File: config.mk
export PLATFORM = sky130hd
export DESIGN_NAME = psec_ctrl
export DESIGN_NICKNAME = d
export VERILOG_FILES = /design/src/rtl/psec_pkg.sv /design/src/rtl/psec_ctrl.sv
export SDC_FILE = /design/constraint.sdc
export NUM_CORES = 1
export LEC_CHECK = 0
export BUFFER_PORTS_ARGS = -buffer_cell sky130_fd_sc_hd__clkbuf_2
export CORE_AREA = 2 2 39 41
export DETAILED_ROUTE_END_ITERATION = 8
export DIE_AREA = 0 0 41 43
export GPL_TIMING_DRIVEN = 0
export PLACE_DENSITY = 0.46
export SYNTH_ARGS = -nofsm -noshare
export SYNTH_HDL_FRONTEND = slang
export SYNTH_SLANG_ARGS = --single-unit
File: constraint.sdc
create_clock -name clock -period 1.5 [get_ports clock]
set_input_delay 0 -clock clock [delete_from_list [all_inputs] [get_ports clock]]
set_output_delay 0 -clock clock [all_outputs]
set_load 0.01 [all_outputs]
File: src/rtl/psec_pkg.sv
// psec_pkg: shared constants and command/status types for the PSI section
// extractor. No dependencies; used by psec_ctrl, psec_dpath and the top level.
package psec_pkg;

   localparam int BYTE_W             = 8;
   localparam int LEN_W              = 12;
   localparam int LEN_SUM_W          = LEN_W + 1;
   localparam int HDR_BYTES          = 8;
   localparam int ENTRY_BASE         = 8;
   localparam int ENTRY_BYTES        = 4;
   localparam int BEAT_W             = $clog2(ENTRY_BYTES + 1);
   localparam int LEN_OVERHEAD       = 3;
   localparam int CRC_MIN_LEN        = 4;
   localparam int ENTRY_MIN_LEN      = 9;
   localparam int LEN_FIELD_HI_W     = 4;
   localparam int DEF_SECTION_BYTES  = 1024;
   localparam int DEF_MAX_PROGRAMS   = 16;

   localparam logic KIND_HEADER = 1'b0;
   localparam logic KIND_ENTRY  = 1'b1;

   typedef struct packed {
      logic take;
      logic fetch_start;
      logic fetch;
      logic load_entry;
      logic next_entry;
   } psec_cmd_type;

   typedef struct packed {
      logic done;
      logic cnt_zero;
      logic fetch_done;
      logic last_entry;
   } psec_stat_type;

endpackage

File: src/rtl/psec_ctrl.sv
// psec_ctrl: sequencer for the section extractor (collect, header, entry fetch,
// entry). Depends on psec_pkg; drives psec_dpath through psec_cmd_type.
module psec_ctrl (
   input  logic                    clock,
   input  logic                    reset,
   input  logic                    req_valid,
   output logic                    req_ready,
   output logic                    rsp_valid,
   input  logic                    rsp_ready,
   output psec_pkg::psec_cmd_type  cmd,
   input  psec_pkg::psec_stat_type stat
);

   typedef enum logic [1:0] {
      S_RUN,
      S_HDR,
      S_FETCH,
      S_ENT
   } state_type;

   state_type state_ff;
   state_type state_in;
   logic      rsp_valid_ff;
   logic      rsp_valid_in;

   always_comb begin
      cmd.take        = req_valid && (state_ff == S_RUN);
      cmd.fetch_start = (state_ff == S_HDR) && rsp_ready && !stat.cnt_zero;
      cmd.fetch       = (state_ff == S_FETCH);
      cmd.load_entry  = (state_ff == S_FETCH) && stat.fetch_done;
      cmd.next_entry  = (state_ff == S_ENT) && rsp_ready && !stat.last_entry;
   end

   always_comb begin
      state_in     = state_ff;
      rsp_valid_in = rsp_valid_ff;
      unique case (state_ff)
         S_RUN: begin
            if (cmd.take && stat.done) begin
               state_in     = S_HDR;
               rsp_valid_in = 1'b1;
            end
         end
         S_HDR: begin
            if (rsp_ready) begin
               rsp_valid_in = 1'b0;
               state_in     = stat.cnt_zero ? S_RUN : S_FETCH;
            end
         end
         S_FETCH: begin
            if (stat.fetch_done) begin
               state_in     = S_ENT;
               rsp_valid_in = 1'b1;
            end
         end
         S_ENT: begin
            if (rsp_ready) begin
               rsp_valid_in = 1'b0;
               state_in     = stat.last_entry ? S_RUN : S_FETCH;
            end
         end
         default: begin
            state_in     = S_RUN;
            rsp_valid_in = 1'b0;
         end
      endcase
   end

   always_ff @(posedge clock) begin
      if (reset) begin
         state_ff     <= S_RUN;
         rsp_valid_ff <= 1'b0;
      end else begin
         state_ff     <= state_in;
         rsp_valid_ff <= rsp_valid_in;
      end
   end

   assign req_ready = (state_ff == S_RUN);
   assign rsp_valid = rsp_valid_ff;

endmodule

==> results.toml <==
[drt]
first_pass_iters = 2
viasPerCell = 4.161
via_count = 233
routed_wl_um = 452
route.detailed.drc = 0
drt_iter0_markers = 4
route.detailed.wl_per_inst_um = 8.071
ant_nets = 0

[hold_path]
hp-class = "input port to register"

[cts]
numCtsBuffers = 3
post-cts-setup-buffer-count = 0
postCtsResizedCells = 0
clkTransAtPathRegs_ns = 0.04
cts_sinks = 3
cts_tree = "yes"
clk_latency_ns = 0.23
h-tree-depth = 1
cts_buffer_depth = 2
root_buffer = "clkbuf_4"

[sta]
worst_slew_pin_slew_ns = 0.2397
fin_worst_skew_ns = 0.003767
setup_viol = 0
relSlewSlack_pct = 83.99
max_freq_mhz = 907.5
setup_tns_ns = 0
drv_slew = 0
fin_crit_sh_pct = 73.47
worst_slack_ns = 0.3980
hold_viol_final = 0
period_needed_ns = 1.102
rsz0062_at_grt = "no"

[synth]
ys_seq_area_share_pct = 30.00
ys_seq_elements = 3
netlist_instances = 21
avgSynthCellArea_sq_um = 9.533
yosys_warnings = 0
yosysUniqueCellTypes = 15
syn_nets = 29
synth.cell_area_sq_um = 200.2

[place]
dp_slack_ns = 0.5418
io_buffers = 14
place_congestion = 0.6117

[floorplanning]
die_h_um = 43
die_w_um = 41
dieArea_sq_um = 1763
io_pins = 15
initial_core_util_pct = 14.47
rows = 14
fp.coreArea_sq_um = 1384

[global_routing]
grt.overflow.total = 0
grt_pass1_vias = 206
track_usage_pct = 6.627
grt_antenna_before_repair = 0
grt_max_degree = 10
grt_first_pass_wirelength_um = 759

[run_status]
status = "finished, final reports clean"

[cells_and_area]
drive_gt1_share_pct = 50.00
multi_input_area_sq_um = 128.9
fin_nets = 49
antenna_cells = 0
seqCellArea_sq_um = 60.06
fill_cells = 159
area_growth_syn_to_layout_pct = 63.12

[worst_setup_path]
crit_path_end_kind = "output pin"
cp_data_required_time_ns = 1.50
cp_max_fo = 8
critical_path_arrival_ns = 1.10
critPathLaunchType = "register"
critical_path_class = "register to output pin"

[power_and_ir_drop]
p_comb_share_pct = 19.6
ir_drop_mv = 0.2656
p_sw_mw = 0.07547
swShare_pct = 25.92
seq_power_share_pct = 31.6
p_per_area_nw_per_um2 = 891.6
p_int_mw = 0.2157
clockPowerShare_pct = 48.8
leakagePower_nw = 0.1597

[job]
drv_cap = 0
==> Yosys cell counts, drive strengths merged <==
library cell	instances	area share, %
nor3	1	2.5
buf	1	5.6
a41oi	1	4.4
nand2	1	1.9
nand3b	1	10
and3b	1	4.4
a2111oi	1	7.5
dfxtp	3	30
o21a	1	3.8
nor3b	1	3.8
a21oi	2	5.0
and2	3	9.4
nor2b	2	6.2
nor2	1	1.9
a211oi	1	3.8
==> per-stage QoR <==
step                      hold WS (ns)  utilization [%]  area (sq um)  power, mW  std cells
after floorplan                0.05030                -         200.2     0.1223         21
final                          0.04971            23.60         326.6     0.2912         56
after global routing           0.06758            23.60         326.6     0.3133         56
after global placement          0.2151            20.98         290.3     0.1488         51
after detailed placement        0.2135            20.98         290.3     0.1483         51
after CTS                      0.04367            23.60         326.6     0.2977         56
==> power groups by stage <==
| stage | combinational, mW | sequential [mW] | clock, mW |
|---|---|---|---|
| 2_1_floorplan | 0.0294 | 0.0929 | 0 |
| 3_3_place_gp | 0.0556 | 0.0932 | 0 |
| 3_5_place_dp | 0.0551 | 0.0932 | 0 |
| 4_1_cts | 0.0576 | 0.0919 | 0.148 |
| 5_1_grt | 0.0645 | 0.0925 | 0.156 |
| 6_report | 0.0571 | 0.0919 | 0.142 |
==> cell families (layout without fill, tap and decap cells) <==
logic type / after synthesis / count (layout) / synth area share (%)
buffers and inverters: 1 / 20 / 5.625
DFF: 3 / 3 / 30.00
and+or+nand+nor: 11 / 11 / 40.00
AOI/OAI and AO/OA: 6 / 6 / 24.38
==> cell usage in the layout (no fill, tap or decap) <==
master	n
nor3b_1	1
a41oi_1	1
buf_6	1
a2111oi_2	1
clkbuf_4	3
dlygate4sd3_1	1
clkbuf_1	1
o21a_1	1
and2_1	3
nand3b_4	1
dfxtp_1	3
and3b_1	1
clkbuf_2	14
a21oi_1	2
nor2b_1	2
a211oi_1	1
nand2_1	1
nor2_1	1
nor3_1	1
==> cell type report <==
type	count	share of cell area, %
Sequential cell	3	18.39
Tap cell	16	6.130
Clock buffer	4	8.046
Timing Repair Buffer	15	24.52
Buffer	1	3.448
Multi-Input combinational cell	17	39.46
==> registers in the layout (all words and copies together), names as in the netlist <==
signal     flops
rsp_valid      1
state_ff       2
==> path summary, 6_finish.rpt <==
kind                    start        end  slack, ns  cells after the start
setup / recovery  state_ff[0]     cmd[0]       0.40                      3
hold / removal        stat[3]  rsp_valid       0.05                      3
setup reg to reg  state_ff[1]  rsp_valid       0.55                      3
hold reg to reg     rsp_valid  rsp_valid       0.56                      2
==> critical path, stage by stage (launching register included) <==
cell and delay [ns]:
dfxtp_1 0.43, nand2_1 0.10, nor3b_1 0.18, clkbuf_2 0.16
==> layer usage <==
layer / wire length [um] / up-vias / global-route usage [%] / share of wire, %
li1: - / 117 / - / -
met1: 196 / 99 / 8.682 / 43
met2: 179 / 17 / 7.500 / 40
met3: 76 / 0 / 3.141 / 17
met4: 0 / 0 / 6.000 / 0
met5: 0 / - / 0 / 0
==> timing repair <==
item,4_1_cts,5_1_grt
hold endpoints to repair,2,0
hold buffers,1,0
endpoints found under the setup margin,0,0
Power figures use the tool's default switching activity.
